$ cat src/rtl/depth_pixels_to_world_points_assert.svh
// ----------------------------------------------------------------------------
// Assertion macros for the depth to world point block
// Clocked on clk and held off while rst_n is low; both names come from the
// module that uses the macro.
// ----------------------------------------------------------------------------
`ifndef DEPTH_PIXELS_TO_WORLD_POINTS_ASSERT_SVH
`define DEPTH_PIXELS_TO_WORLD_POINTS_ASSERT_SVH

// Consequent must hold in the same cycle as the antecedent.
`define DPW_ASSERT_IMPL(lbl, ante, cons) \
  lbl: assert property (@(posedge clk) disable iff (!rst_n) (ante) |-> (cons)) \
    else $error("dpw assertion failed");

// Consequent must hold in the cycle after the antecedent.
`define DPW_ASSERT_NEXT(lbl, ante, cons) \
  lbl: assert property (@(posedge clk) disable iff (!rst_n) (ante) |=> (cons)) \
    else $error("dpw assertion failed");

`endif

$ cat src/rtl/dpw_pkg.sv
// ----------------------------------------------------------------------------
// dpw_pkg
// Shared types and constants of the depth to world point block.
// ----------------------------------------------------------------------------
package dpw_pkg;

  // Image bounds; a pixel at or beyond them is dropped.
  localparam int MAX_COLUMNS = 4096;
  localparam int MAX_ROWS    = 4096;

  localparam logic [19:0] MAX_DEPTH_RESET = 20'd614400;

  localparam int IN_TDATA_W  = 88;
  localparam int OUT_TDATA_W = 184;

  // Item kinds carried on in_tuser.
  localparam logic ACT_PIXEL = 1'b0;
  localparam logic ACT_LOAD  = 1'b1;

  typedef logic [3:0] coef_idx_t;

  // Coefficient slots.
  localparam coef_idx_t COEF_FX = 4'd0;
  localparam coef_idx_t COEF_FY = 4'd1;
  localparam coef_idx_t COEF_CX = 4'd2;
  localparam coef_idx_t COEF_CY = 4'd3;
  localparam coef_idx_t COEF_R0 = 4'd4;
  localparam coef_idx_t COEF_T0 = 4'd13;
  localparam coef_idx_t COEF_T1 = 4'd14;
  localparam coef_idx_t COEF_T2 = 4'd15;

  // Queue depth between front and back.
  localparam int QDEPTH = 4;
  localparam int QAW    = $clog2(QDEPTH);

  // One classified item as it travels through the queue.
  typedef struct packed {
    logic        load;
    coef_idx_t   idx;
    logic [31:0] val;
    logic [11:0] col;
    logic [11:0] row;
    logic [19:0] depth;
  } dpw_item_t;

  // Queue status seen by both sides.
  typedef struct packed {
    logic full;
    logic nonempty;
  } dpw_qstat_t;

  // Result item; cam_x sits in the lowest bits.
  typedef struct packed {
    logic [31:0] world_z;
    logic [31:0] world_y;
    logic [31:0] world_x;
    logic [19:0] cam_z;
    logic [31:0] cam_y;
    logic [31:0] cam_x;
  } dpw_res_t;

endpackage

$ cat src/rtl/dpw_front.sv
// ----------------------------------------------------------------------------
// dpw_front
// Accepts input transfers, holds max_depth and drops pixels that give no point.
// ----------------------------------------------------------------------------
module dpw_front (
  input  logic                                clk,
  input  logic                                rst_n,
  input  logic                                in_tvalid,
  output logic                                in_tready,
  input  logic                                in_tuser,
  input  logic [dpw_pkg::IN_TDATA_W-1:0]      in_tdata,
  input  logic                                cfg_valid,
  output logic                                cfg_ready,
  input  logic [19:0]                         cfg_data,
  input  dpw_pkg::dpw_qstat_t                 qstat,
  output logic                                push,
  output dpw_pkg::dpw_item_t                  push_item
);
  import dpw_pkg::*;

  logic [19:0]        max_depth_r;
  logic signed [20:0] depth_s;
  logic               depth_ok;
  logic               bounds_ok;
  logic               keep;

  assign cfg_ready = 1'b1;
  assign in_tready = !qstat.full;

  always_ff @(posedge clk) begin
    if (!rst_n) begin
      max_depth_r <= MAX_DEPTH_RESET;
    end else if (cfg_valid && cfg_ready) begin
      max_depth_r <= cfg_data;
    end
  end

  assign depth_s = $signed(in_tdata[80:60]);

  always_comb begin
    push_item.load  = (in_tuser == ACT_LOAD);
    push_item.idx   = in_tdata[3:0];
    push_item.val   = in_tdata[35:4];
    push_item.col   = in_tdata[47:36];
    push_item.row   = in_tdata[59:48];
    push_item.depth = depth_s[19:0];
  end

  // Depth must be positive and not above max_depth.
  assign depth_ok  = !depth_s[20] && (depth_s[19:0] != 20'd0) &&
                     (depth_s[19:0] <= max_depth_r);
  assign bounds_ok = (32'(push_item.col) < MAX_COLUMNS) &&
                     (32'(push_item.row) < MAX_ROWS);
  assign keep      = push_item.load || (depth_ok && bounds_ok);
  assign push      = in_tvalid && in_tready && keep;

endmodule

$ cat config.mk
export PLATFORM = sky130hd
export DESIGN_NAME = dpw_front
export DESIGN_NICKNAME = d
export VERILOG_FILES = /design/src/rtl/depth_pixels_to_world_points_assert.svh /design/src/rtl/dpw_pkg.sv /design/src/rtl/dpw_front.sv
export SDC_FILE = /design/constraint.sdc
export NUM_CORES = 1
export LEC_CHECK = 0
export ABC_AREA = 1
export BUFFER_PORTS_ARGS = -buffer_cell sky130_fd_sc_hd__buf_2
export CORE_AREA = 2 2 91 93
export DETAILED_ROUTE_END_ITERATION = 6
export DIE_AREA = 0 0 93 95
export PLACE_DENSITY = 0.57
export SLEW_MARGIN = 20
export SYNTH_ARGS = -nofsm -noshare
export SYNTH_HDL_FRONTEND = slang
export SYNTH_SLANG_ARGS = --single-unit
$ cat constraint.sdc
create_clock -name clk -period 2.6 [get_ports clk]
set_clock_uncertainty 0.15 [all_clocks]
set_input_delay 0.13 -clock clk [delete_from_list [all_inputs] [get_ports clk]]
set_output_delay 0.13 -clock clk [all_outputs]
set_load 0.01 [all_outputs]
==> results.md <==
* Outcome: completed
* Die span in x at 93 um
* Fin worst setup slack at approximately 0.53 ns
* Largest registers ranked by flip-flop count: max_depth_r (20)
* Adder-Cell Fraction of Synth Area at between 10% and 20%
* Power per cell area at ~400 nW/um^2
* Root cell of the clock tree: sky130_fd_sc_hd__clkbuf_8
* Number of flip-flops under the largest register name at 20
* Part of the cycle the worst path needs at about four fifths
* Antenna Violating Nets Remaining at 0
* Yosys Warn Count at 0
* Floorplan core area at about 7900 um^2
* Vias in the first global route at 1354
* Transition at the pin with the smallest max-transition slack at ~0.83 ns
* Simple-gate area share of the yosys netlist at 11.69%
* Fraction of the mapped netlist area in compound gates at between 10% and 20%
* Average cell area after synthesis at between 7 and 8 um^2
* Sequential fraction of the synthesis area at a little over a fifth
* Gr usage total at ~8.9%
* Layout overhead on the synthesized area at -1.576%
* Shortest period the worst path allows at a little over 2 ns
* Post-synthesis mux area share at 0%
* Antenna violations before repair at 0
* Clock latency on the worst-skew pair at ~0.25 ns
* Area fraction of the dominant cell type after synthesis at about a third
* GPL Wtd Cong at ~0.7
* Setup crit end kind: output port
* Gr ovfl total at 0
* Combinational Power Share at around 28%
* Yosys reg bits at 20
* Setup Slack @ Placement at between 0.7 and 0.8 ns
* Cell internal pwr at between 0.0005 and 0.0006 W
* Launching element type of the critical path: flip-flop
* Setup repair after global routing missed its margin: no
* Worst VDD drop at 0.1299 mV
* Cell depth of the worst hold path at 3
* Depth of the worst register-to-register path at 2
* Hold Vio Cnt, Final at 0
* Unique masters post-synth at 19
* Number of max-cap violations at 0
* Total Die Area at around 9000 um^2
* Switching part of the total at roughly 30%
* Number of clock buffers inserted by TritonCTS at 3
* Maximum number of pins on one net before global-route repair at 32
* Diodes inserted at 0
* Longest Clk Path Bufs at 2
* Number of standard cells after synthesis at roughly 270
* Worst Setup Path Type: flip-flop to output port
* Combinational family with the most area after synthesis: buffers and inverters
* Crit path arrival time at approximately 1.8 ns
* Postcts setup bufs at 0
* Largest register by flop count: max_depth_r
* Aggregate routed wire length at between 3000 and 4000 um
* # DRC at 0
* Post-cts resize count at 0
* Wire per inst at between 10 and 15 um
* Portion of total power attributed to the clock network at 27.8%
* Post-Synth XOR/XNOR Area at 0%
* Top cells by area, synth: sky130_fd_sc_hd__buf_4 32%, sky130_fd_sc_hd__dfxtp_1 21%, sky130_fd_sc_hd__ha_1 13%, sky130_fd_sc_hd__inv_1 6.9%, sky130_fd_sc_hd__a21oi_1 6.8%
* Wire length of the first global-routing pass at ~6100 um
* I/O pin cnt at between 150 and 200
* Sinks on the clock net at 20
* Psw at 0.0002307 W
* Cell type contributing the most total cell area after synthesis: sky130_fd_sc_hd__buf_4
* Total number of nets in the final design at roughly 400
* CTS HTree Levels at 1
* Biggest fanout along the worst timing path at 2
* Pre-antenna DRT Iters at 4
* Final Setup Violations at 0
* Total number of vias at about 1400
* Detail Placement HPWL at 3223 um
* Cell area after technology mapping at about 1900 um^2
* Class of the tightest hold or removal check: primary input to flip-flop
* Clock-pin slew on the worst setup and hold paths at roughly 0.08 ns
* Number of vias per cell at around 3.9
* Placement Rows at 33
* Lkg Pwr at between 0.9 and 1 nW
* Count of buffers from port buffering at just under 70
* Headroom to the max-slew limit at between 40% and 50%
* Ratio of cells with drive above 1 in the final layout at 29.01%
* Most common cell after layout, fill and taps aside: sky130_fd_sc_hd__buf_2
* Max-slew violation count at 0
* Fillers at between 900 and 1000
* Setup TNS at 0 ns
* Vertical extent of the die at between 90 and 100 um
* DRC marker count from the first detailed-route iteration at 31
* Data required time at the worst endpoint at approximately 2.3 ns
* Proportion of power drawn by flip-flops and latches at 43.9%
* Starting density of the core at about 24%
* FMAX at 0.4835 GHz
* Highest-count cells in the layout ignoring fill and taps: 69 x sky130_fd_sc_hd__buf_2, 35 x sky130_fd_sc_hd__inv_1, 33 x sky130_fd_sc_hd__nand2_1
* Clock tree from TritonCTS: built
* Synthesized Nets at about 400
## cell type report
| class | count | area (um^2) | share of cell area [%] |
|---|---|---|---|
| Inverter | 35 | 131.4 | 7.005 |
| Timing Repair Buffer | 78 | 435.4 | 23.22 |
| Tap cell | 105 | 131.4 | 7.005 |
| Multi-Input combinational cell | 126 | 735.7 | 39.23 |
| Sequential cell | 20 | 400.4 | 21.35 |
| Clock buffer | 3 | 41.29 | 2.201 |
## cells by family after synthesis
group | Yosys count
compound gates | 50
flops | 20
buf+inv | 122
simple gates | 55
other cells | 1
fa+ha+maj | 20
## synth_stat cells
cell type,number
sky130_fd_sc_hd__buf_4,82
sky130_fd_sc_hd__inv_1,35
sky130_fd_sc_hd__nand2_1,33
sky130_fd_sc_hd__a21oi_1,26
sky130_fd_sc_hd__o21ai_0,21
sky130_fd_sc_hd__dfxtp_1,20
sky130_fd_sc_hd__ha_1,20
sky130_fd_sc_hd__nor2_1,15
sky130_fd_sc_hd__buf_2,3
sky130_fd_sc_hd__clkbuf_1,2
sky130_fd_sc_hd__nand4_1,2
sky130_fd_sc_hd__nor2_2,2
sky130_fd_sc_hd__a21o_1,1
sky130_fd_sc_hd__a21oi_2,1
sky130_fd_sc_hd__conb_1,1
sky130_fd_sc_hd__nand2_2,1
sky130_fd_sc_hd__nand3_1,1
sky130_fd_sc_hd__nor4_1,1
sky130_fd_sc_hd__o21bai_1,1
## power by group through the flow
| stage | clock network, W | registers [W] | logic, W |
|---|---|---|---|
| after detailed placement | 0 | 0.000340 | 0.000209 |
| after global routing | 0.000238 | 0.000334 | 0.000254 |
| after floorplan | 0 | 0.000339 | 0.000240 |
| after global placement | 0 | 0.000340 | 0.000202 |
| after CTS | 0.000227 | 0.000333 | 0.000221 |
| final | 0.000211 | 0.000333 | 0.000215 |
## worst max-delay path, cell delays in order (launching register included)
cell and delay (ns):
sky130_fd_sc_hd__dfxtp_1 0.31, sky130_fd_sc_hd__inv_1 0.04, sky130_fd_sc_hd__ha_1 0.28, sky130_fd_sc_hd__nand2_1 0.07, sky130_fd_sc_hd__nor2_1 0.16, sky130_fd_sc_hd__nand2_2 0.09, sky130_fd_sc_hd__nor2_2 0.12, sky130_fd_sc_hd__nand4_1 0.08
sky130_fd_sc_hd__nand2_1 0.08, sky130_fd_sc_hd__nand2_1 0.07, sky130_fd_sc_hd__a21oi_2 0.11, sky130_fd_sc_hd__buf_2 0.13
## routing by layer
metal,vias up,GRT usage [%],part of all wire [%]
met3,16,2.793,8.9
met5,-,0,0
met1,598,9.615,42
met4,0,4.044,2.1
li1,750,-,-
met2,55,15.88,47
## metrics by stage
stage | instances | total power [W] | instance area (um^2) | hold WS [ns] | utilization (%)
after CTS | 367 | 0.0007811 | 1876 | 0.0003519 | 23.66
final | 367 | 0.0007587 | 1876 | 0.006064 | 23.66
after global routing | 367 | 0.0008259 | 1876 | 0.007472 | 23.66
after floorplan | 268 | 0.0005787 | 1906 | 0.1025 | -
after global placement | 355 | 0.0005416 | 1744 | 0.1101 | 22.00
after detailed placement | 355 | 0.0005493 | 1744 | 0.1101 | 22.00
## path summary, 6_finish.rpt
kind	slack [ns]	from	endpoint
min	0.006	cfg_data[6]	max_depth_r[6]
min reg2reg	0.31	max_depth_r[15]	max_depth_r[15]
max	0.53	max_depth_r[15]	push
max reg2reg	1.81	max_depth_r[0]	max_depth_r[0]
## what timing repair did
item / 4_1_cts / 5_1_grt
hold endpoints to repair: 9 / 0
setup endpoints to repair: 0 / 0
hold buffers: 9 / 0
No activity file was read; power rests on OpenSTA's default activity.
