### config.mk
export PLATFORM = sky130hd
export DESIGN_NAME = dpw_queue
export DESIGN_NICKNAME = d
export VERILOG_FILES = /design/src/rtl/depth_pixels_to_world_points_assert.svh /design/src/rtl/dpw_pkg.sv /design/src/rtl/dpw_queue.sv
export SDC_FILE = /design/constraint.sdc
export NUM_CORES = 1
export LEC_CHECK = 0
export BUFFER_PORTS_ARGS = -buffer_cell sky130_fd_sc_hd__clkbuf_2
export CORE_ASPECT_RATIO = 1.4
export CORE_MARGIN = 4
export CORE_UTILIZATION = 30
export DETAILED_ROUTE_END_ITERATION = 6
export PLACE_DENSITY = 0.54
export SLEW_MARGIN = 10
export SYNTH_ARGS = -nofsm -noshare
export SYNTH_HDL_FRONTEND = slang
export SYNTH_SLANG_ARGS = --single-unit
export TNS_END_PERCENT = 20
### constraint.sdc
create_clock -name clk -period 4.4 [get_ports clk]
set_input_delay 0.22 -clock clk [delete_from_list [all_inputs] [get_ports clk]]
set_output_delay 0.22 -clock clk [all_outputs]
set_load 0.01 [all_outputs]
### src/rtl/depth_pixels_to_world_points_assert.svh
// ----------------------------------------------------------------------------
// Assertion macros for the depth to world point block
// Clocked on clk and held off while rst_n is low; both names come from the
// module that uses the macro.
// ----------------------------------------------------------------------------
`ifndef DEPTH_PIXELS_TO_WORLD_POINTS_ASSERT_SVH
`define DEPTH_PIXELS_TO_WORLD_POINTS_ASSERT_SVH

// Consequent must hold in the same cycle as the antecedent.
`define DPW_ASSERT_IMPL(lbl, ante, cons) \
  lbl: assert property (@(posedge clk) disable iff (!rst_n) (ante) |-> (cons)) \
    else $error("dpw assertion failed");

// Consequent must hold in the cycle after the antecedent.
`define DPW_ASSERT_NEXT(lbl, ante, cons) \
  lbl: assert property (@(posedge clk) disable iff (!rst_n) (ante) |=> (cons)) \
    else $error("dpw assertion failed");

`endif

### src/rtl/dpw_pkg.sv
// ----------------------------------------------------------------------------
// dpw_pkg
// Shared types and constants of the depth to world point block.
// ----------------------------------------------------------------------------
package dpw_pkg;

  // Image bounds; a pixel at or beyond them is dropped.
  localparam int MAX_COLUMNS = 4096;
  localparam int MAX_ROWS    = 4096;

  localparam logic [19:0] MAX_DEPTH_RESET = 20'd614400;

  localparam int IN_TDATA_W  = 88;
  localparam int OUT_TDATA_W = 184;

  // Item kinds carried on in_tuser.
  localparam logic ACT_PIXEL = 1'b0;
  localparam logic ACT_LOAD  = 1'b1;

  typedef logic [3:0] coef_idx_t;

  // Coefficient slots.
  localparam coef_idx_t COEF_FX = 4'd0;
  localparam coef_idx_t COEF_FY = 4'd1;
  localparam coef_idx_t COEF_CX = 4'd2;
  localparam coef_idx_t COEF_CY = 4'd3;
  localparam coef_idx_t COEF_R0 = 4'd4;
  localparam coef_idx_t COEF_T0 = 4'd13;
  localparam coef_idx_t COEF_T1 = 4'd14;
  localparam coef_idx_t COEF_T2 = 4'd15;

  // Queue depth between front and back.
  localparam int QDEPTH = 4;
  localparam int QAW    = $clog2(QDEPTH);

  // One classified item as it travels through the queue.
  typedef struct packed {
    logic        load;
    coef_idx_t   idx;
    logic [31:0] val;
    logic [11:0] col;
    logic [11:0] row;
    logic [19:0] depth;
  } dpw_item_t;

  // Queue status seen by both sides.
  typedef struct packed {
    logic full;
    logic nonempty;
  } dpw_qstat_t;

  // Result item; cam_x sits in the lowest bits.
  typedef struct packed {
    logic [31:0] world_z;
    logic [31:0] world_y;
    logic [31:0] world_x;
    logic [19:0] cam_z;
    logic [31:0] cam_y;
    logic [31:0] cam_x;
  } dpw_res_t;

endpackage

### src/rtl/dpw_queue.sv
// ----------------------------------------------------------------------------
// dpw_queue
// Short FIFO of classified items between the front and the back.
// ----------------------------------------------------------------------------
module dpw_queue (
  input  logic                clk,
  input  logic                rst_n,
  input  logic                push,
  input  dpw_pkg::dpw_item_t  push_item,
  input  logic                pop,
  output dpw_pkg::dpw_item_t  head_item,
  output dpw_pkg::dpw_qstat_t qstat
);
  import dpw_pkg::*;

  dpw_item_t        mem_r [QDEPTH];
  logic [QAW-1:0]   wr_ptr_r;
  logic [QAW-1:0]   rd_ptr_r;
  logic [QAW:0]     cnt_r;
  logic [QAW:0]     cnt_nxt;

  assign head_item      = mem_r[rd_ptr_r];
  assign qstat.full     = (cnt_r == (QAW+1)'(QDEPTH));
  assign qstat.nonempty = (cnt_r != '0);

  always_comb begin
    cnt_nxt = cnt_r;
    if (push && !pop) begin
      cnt_nxt = cnt_r + 1'b1;
    end else if (pop && !push) begin
      cnt_nxt = cnt_r - 1'b1;
    end
  end

  always_ff @(posedge clk) begin
    if (!rst_n) begin
      wr_ptr_r <= '0;
      rd_ptr_r <= '0;
      cnt_r    <= '0;
    end else begin
      cnt_r <= cnt_nxt;
      if (push) begin
        wr_ptr_r <= wr_ptr_r + 1'b1;
      end
      if (pop) begin
        rd_ptr_r <= rd_ptr_r + 1'b1;
      end
    end
  end

  always_ff @(posedge clk) begin
    if (push) begin
      mem_r[wr_ptr_r] <= push_item;
    end
  end

endmodule

==> results.yml, run 1 <==
clocking:
  numCtsBuffers: 35
  clock-sinks: 333
  clock_path_buffers: 3
  htreeDepth: 2
  clkTransAtPathRegs_ps: 60
  cts_tree: "done"
  root_buffer: "clkbuf_16"
  insertion_delay_ps: 510
critical_path:
  crit_required_ps: 4180
  arrival_ps: 2380
  r2r_start: "wr_ptr_r[0]$_SDFFE_PN0P_"
  startpoint_type: "register"
  crit_chain: "buf_4 -> mux4_2 -> clkbuf_2"
  worstSetupPathType: "register to primary output"
  end_kind: "primary output"
  crit_fanout: 57
  r2r_setup_slack_ps: 2340
  critPathSlowestCell: "dfxtp_4"
  r2r_cells: 4
  r2r_end: "mem_r[2][5]$_DFFE_PP_"
  cpPeakStageDelay_ps: 960
routing:
  wl_per_cell_um: 18.99
  first_pass_iters: 4
  drt-initial-drc-count: 291
  post_drt_via_cell_ratio: 4.361
  drc_errors: 0
  postRouteAntennaNets: 0
  wl_um: 24730
  num_vias: 5678
floorplanning:
  die_x_um: 178.5
  num_rows: 87
  die_h_um: 246.8
  start_util: 0.3033
  pin_count: 168
  dieArea_mm2: 0.04406
  core_mm2: 0.04028
synthesis:
  yosys-top-cells-area: "edfxtp_1 80%, mux4_2 15%, dfxtp_1 1.5%"
  synth.distinct_cells: 20
  ys_seq_area_frac: 0.8112
  synth.largest_area_cell: "edfxtp_1"
  synth_nets: 557
  yosysTopAreaCellShare: 0.7965
  ys.flop_type: "edfxtp_1"
  yosysWarnings: 0
  synth-edff-count: 324
  netlist_area_mm2: 0.01222
  postSynthCellCount: 466
  async_flop_share: 0
  post_synth.cell_area_avg_um2: 26.21
  yosys_register_bits: 333
cells_and_area:
  fin_cells: 1302
  nFillCells: 3681
  synthToLayoutAreaGrowth_pct: 26.91
  fin_util: 0.3849
  drive_gt1_frac: 0.4068
  multi_input_area_mm2: 0.002086
  fin_nets: 834
  ff_latch_area_mm2: 0.009917
min_path:
  holdPathStages: 2
  holdPathEnd: "wr_ptr_r[0]$_SDFFE_PN0P_"
  worstHoldStart: "rst_n"
  hold_class: "input pin to register"
power:
  seqPwrFrac: 0.520
  powerDensity_mw_per_mm2: 460.1
  power_frac_clock: 0.382
  intPower_mw: 5.538
  p_leak_nw: 5.236
  ir_drop_mv: 0.2619
  p_sw_mw: 1.595
  pwr-share-comb: 0.098
  swShare: 0.2235
  p_total_mw: 7.133
timing:
  fin_skew_ps: 9.030
  maxSlewViolCount: 0
  fin_tns_setup_ps: 0
  fmax_mhz: 385.2
  period_minus_slack_ps: 2596
  rsz0062_at_grt: "false"
  setup_violations: 0
  worst_pin_slew_ps: 974.4
  period_share: 0.5900
  hold_viol: 0
  slew_headroom: 0.3504
place:
  place.gp.congestion: 0.6730
  dpl.hpwl_um: 15150
  post-place-cells: 1159
  portBuffers: 167
global_routing:
  track_usage: 0.1133
  grt_pass1_vias: 6470
  grt_max_degree: 60
  grt-ovfl-total: 0
  antenna_found_initial: 2
  grt_pass1_wl_um: 37880
job:
  cap_violations: 0
status:
  outcome: "completed"
==> critical path, delay by kind of cell, from the launching register on <==
kind                   cells  cell delay, ps
multiplexers               1             330
buffers and inverters      2             530
flip-flops                 1             960
==> layout make-up <==
cell class              count  area share
repair buffers            258      0.1135
well taps                 534     0.04310
clock buffers              45     0.06166
multi-input cells         111      0.1345
flip-flops and latches    333      0.6397
diodes                      1   0.0001614
inverters                   4   0.0009685
clock inverters            16    0.006376
==> cell usage after synthesis, types with 2 or more instances <==
master    instances
and2_1            9
buf_12            8
buf_2             8
dfxtp_1           9
edfxtp_1        324
ha_1              5
inv_1             4
mux2i_1           2
mux4_2           81
nor2b_1           2
or3_1             2
xnor2_1           2
xor2_1            3
==> per-stage QoR <==
step	hold slack, ps	area, um2	setup slack (ps)
2_1_floorplan	318.9	12220	1525
3_3_place_gp	438.1	13630	2268
3_5_place_dp	441.7	13630	2274
4_1_cts	5.021	15500	1709
5_1_grt	19.63	15500	1655
6_report	25.02	15500	1804
==> power groups by stage <==
stage / sequential (mW) / clock [mW] / combinational [mW]
6_report: 3.71 / 2.73 / 0.701
5_1_grt: 3.72 / 2.97 / 0.771
4_1_cts: 3.71 / 2.83 / 0.729
3_3_place_gp: 3.77 / 0 / 0.664
3_5_place_dp: 3.78 / 0 / 0.666
2_1_floorplan: 3.74 / 0 / 0.426
==> how the worst max path moves through the flow <==
stage,startpoint,end,slack (ps)
2_1_floorplan,wr_ptr_r[0]$_SDFFE_PN0P_,mem_r[0][0]$_DFFE_PP_,1530
3_3_place_gp,register,head_item[74],2270
3_5_place_dp,register,head_item[77],2270
4_1_cts,register,head_item[77],1710
5_1_grt,register,head_item[80],1650
6_report,register,head_item[77],1800
==> layout by cell type, fill, tap and decap left out, types with 4 or more instances in the layout <==
master         netlist  routed
clkbuf_1             1       8
dfxtp_1              9       7
dlygate4sd3_1        0      81
and2_4               0       4
and2_1               9       5
ha_1                 5       5
clkinv_2             0       4
clkbuf_2             0     167
buf_4                0       7
clkinv_1             0       5
clkbuf_16            0      37
mux4_2              81      81
inv_1                4       4
edfxtp_1           324     324
==> sequential cells by signal, summed over array words and instances, names as in the netlist, named ones only <==
name and flops:
cnt_r 3, mem_r 324, rd_ptr_r 2, wr_ptr_r 2
==> cell families after synthesis <==
logic type                 synth area share
buffers and inverters               0.01885
xor gates and xnor gates           0.003586
adders and majority gates          0.006760
and+or+nand+nor                    0.007579
muxes                                0.1510
DFF                                  0.8112
AOI/OAI and AO/OA                  0.001024
==> layer usage <==
| layer | GRT usage | up-vias | share of wire |
|---|---|---|---|
| met1 | 0.1247 | 2938 | 0.37 |
| met5 | 0 | - | 0.00053 |
| met2 | 0.2108 | 142 | 0.55 |
| met3 | 0.02630 | 42 | 0.047 |
| li1 | - | 2554 | - |
| met4 | 0.04111 | 2 | 0.027 |
==> timing repair <==
action,CTS,global route
gates resized for setup,0,0
hold endpoints to repair,324,0
buffers inserted,0,0
hold buffers,81,0
(Power assumes the default switching activity.)
==> inputs of run 2 (changes only) <==
Settings changed: PLACE_DENSITY 0.54 to 0.56.
Clock period 4.4 ns to 2.1 ns, I/O delays scaled along.
==> run 2 against run 1 <==
  * Non-clock buffer count increased by 6
  * Sequential cell count unchanged
  * Final area increased by 1.1%
  * Total power increased by 110%
  * Critical path type unchanged
  * Sequential power increased by 110%
==> results.yml, run 2 (synthesis results as in run 1) <==
global_routing:
  track_usage: 0.1092
  grt_max_degree: 48
  antenna_found_initial: 3
  grt-ovfl-total: 0
  grt_pass1_vias: 6341
  grt_pass1_wl_um: 36830
clocking:
  insertion_delay_ps: 510
  numCtsBuffers: 34
  cts_tree: "done"
  clock-sinks: 333
  htreeDepth: 2
  cts_setup_buffers: 0
  clock_path_buffers: 3
  clkTransAtPathRegs_ps: 60
  root_buffer: "clkbuf_16"
cells_and_area:
  fin_cells: 1308
  fin_nets: 839
  synthToLayoutAreaGrowth_pct: 28.32
  reg_top3: "mem_r x324, cnt_r x3"
  fin_util: 0.3892
  largest_register_ffs: 324
  mostFrequentLayoutCells: "324 x edfxtp_1, 166 x clkbuf_2, 84 x dlygate4sd3_1, 81 x mux4_2, 37 x clkbuf_16"
  final_common_cell: "edfxtp_1"
  regMostFlops: "mem_r"
  drive_gt1_frac: 0.4028
routing:
  drt-initial-drc-count: 223
  num_vias: 5718
  wl_um: 23750
  drc_errors: 0
  wl_per_cell_um: 18.16
  postRouteAntennaNets: 0
  post_drt_via_cell_ratio: 4.372
  first_pass_iters: 4
floorplanning:
  die_x_um: 178.5
  dieArea_mm2: 0.04406
  num_rows: 87
  core_mm2: 0.04028
  pin_count: 168
  die_h_um: 246.8
  start_util: 0.3033
min_path:
  hold_class: "input pin to register"
place:
  dpl.hpwl_um: 14090
  place.gp.congestion: 0.6787
  portBuffers: 167
  place_ws_ps: 455.0
  post-place-cells: 1162
timing:
  worst_pin_slew_ps: 390.2
  setup_ws_ps: 17.85
  maxSlewViolCount: 0
  fmax_mhz: 480.3
  worst_hold_slack_ps: 357.8
  period_share: 0.9915
  rsz0062_at_grt: "true"
  slew_headroom: 0.7399
  period_minus_slack_ps: 2082
  setup_violations: 0
  hold_viol: 0
  fin_skew_ps: 15.52
critical_path:
  startpoint_type: "register"
  critical_path_cell_count: 3
  r2r_start: "wr_ptr_r[0]$_SDFFE_PN0P_"
  worstSetupEndpoint: "head_item[42]"
  r2r_setup_slack_ps: 560
  path_delay_family: "multiplexers"
  arrival_ps: 1980
  worstSetupPathType: "register to primary output"
  critPathSlowestCell: "mux4_2"
  r2r_cells: 3
  r2r_end: "mem_r[3][15]$_DFFE_PP_"
  crit_buf_inv: 2
  end_kind: "primary output"
  crit_fanout: 45
  cpPeakStageDelay_ps: 580
  crit_required_ps: 2000
  crit_chain: "buf_16 -> mux4_2 -> clkbuf_2"
status:
  outcome: "completed"
power:
  powerDensity_mw_per_mm2: 952.8
  ir_drop_mv: 0.7146
  p_total_mw: 14.94
  p_leak_nw: 5.299
job:
  cap_violations: 0
-- run 2: changes by cell type in the layout (fill, tap and decap cells not counted), sizes merged --
cell | before | now
inv | 6 | 5
bufinv | 0 | 1
clkinv | 11 | 12
buf | 10 | 14
clkinvlp | 3 | 1
diode | 1 | 2
clkbuf | 212 | 211
dlygate4sd3 | 81 | 84
-- run 2: how the worst min path moves through the flow --
stage	slack, ps	cells after the start	end	start
6_report	360	2	mem_r[1][18]$_DFFE_PP_	push_item[18]
5_1_grt	350	2	mem_r[2][56]$_DFFE_PP_	push_item[56]
2_1_floorplan	200	0	mem_r[0][0]$_DFFE_PP_	push_item[0]
4_1_cts	320	2	mem_r[1][18]$_DFFE_PP_	push_item[18]
3_3_place_gp	320	1	mem_r[2][47]$_DFFE_PP_	push_item[47]
3_5_place_dp	330	1	mem_r[1][2]$_DFFE_PP_	push_item[2]
-- run 2: through the flow --
| step | setup TNS [ps] | area [um2] |
|---|---|---|
| final | 0 | 15680 |
| after global routing | -3440 | 15670 |
| after CTS | -822.8 | 15670 |
| after detailed placement | 0 | 13770 |
| after global placement | 0 | 13770 |
| after floorplan | -185250 | 12220 |
-- run 2: area by class of cell --
cell class | count | area, um2
Inverter | 4 | 15.01
Fill cell | 3668 | 24600
Multi-Input combinational cell | 111 | 2086
Tap cell | 534 | 668.1
Clock inverter | 15 | 96.34
Clock buffer | 45 | 955.9
Timing Repair Buffer | 264 | 1932
Sequential cell | 333 | 9917
Antenna cell | 2 | 5.005
-- run 2: per-layer routing --
| layer | global-route usage | part of all wire |
|---|---|---|
| met3 | 0.02783 | 0.056 |
| met2 | 0.1903 | 0.52 |
| met4 | 0.03343 | 0.024 |
| met5 | 0 | 0.00029 |
| met1 | 0.1332 | 0.40 |
-- run 2: report_power, final --
group / total, mW / internal [mW] / leakage (nW) / switching (mW)
registers: 7.71 / 7.63 / 3.05 / 0.0776
clock network: 5.66 / 3.32 / 0.512 / 2.33
logic: 1.57 / 0.773 / 1.74 / 0.799
-- run 2: what timing repair did --
item                                   CTS  global route
endpoints found under the hold margin  333             0
hold buffers                            84             0
cloned                                   0             0
resized for setup                        1             1
setup endpoints to repair               46            77
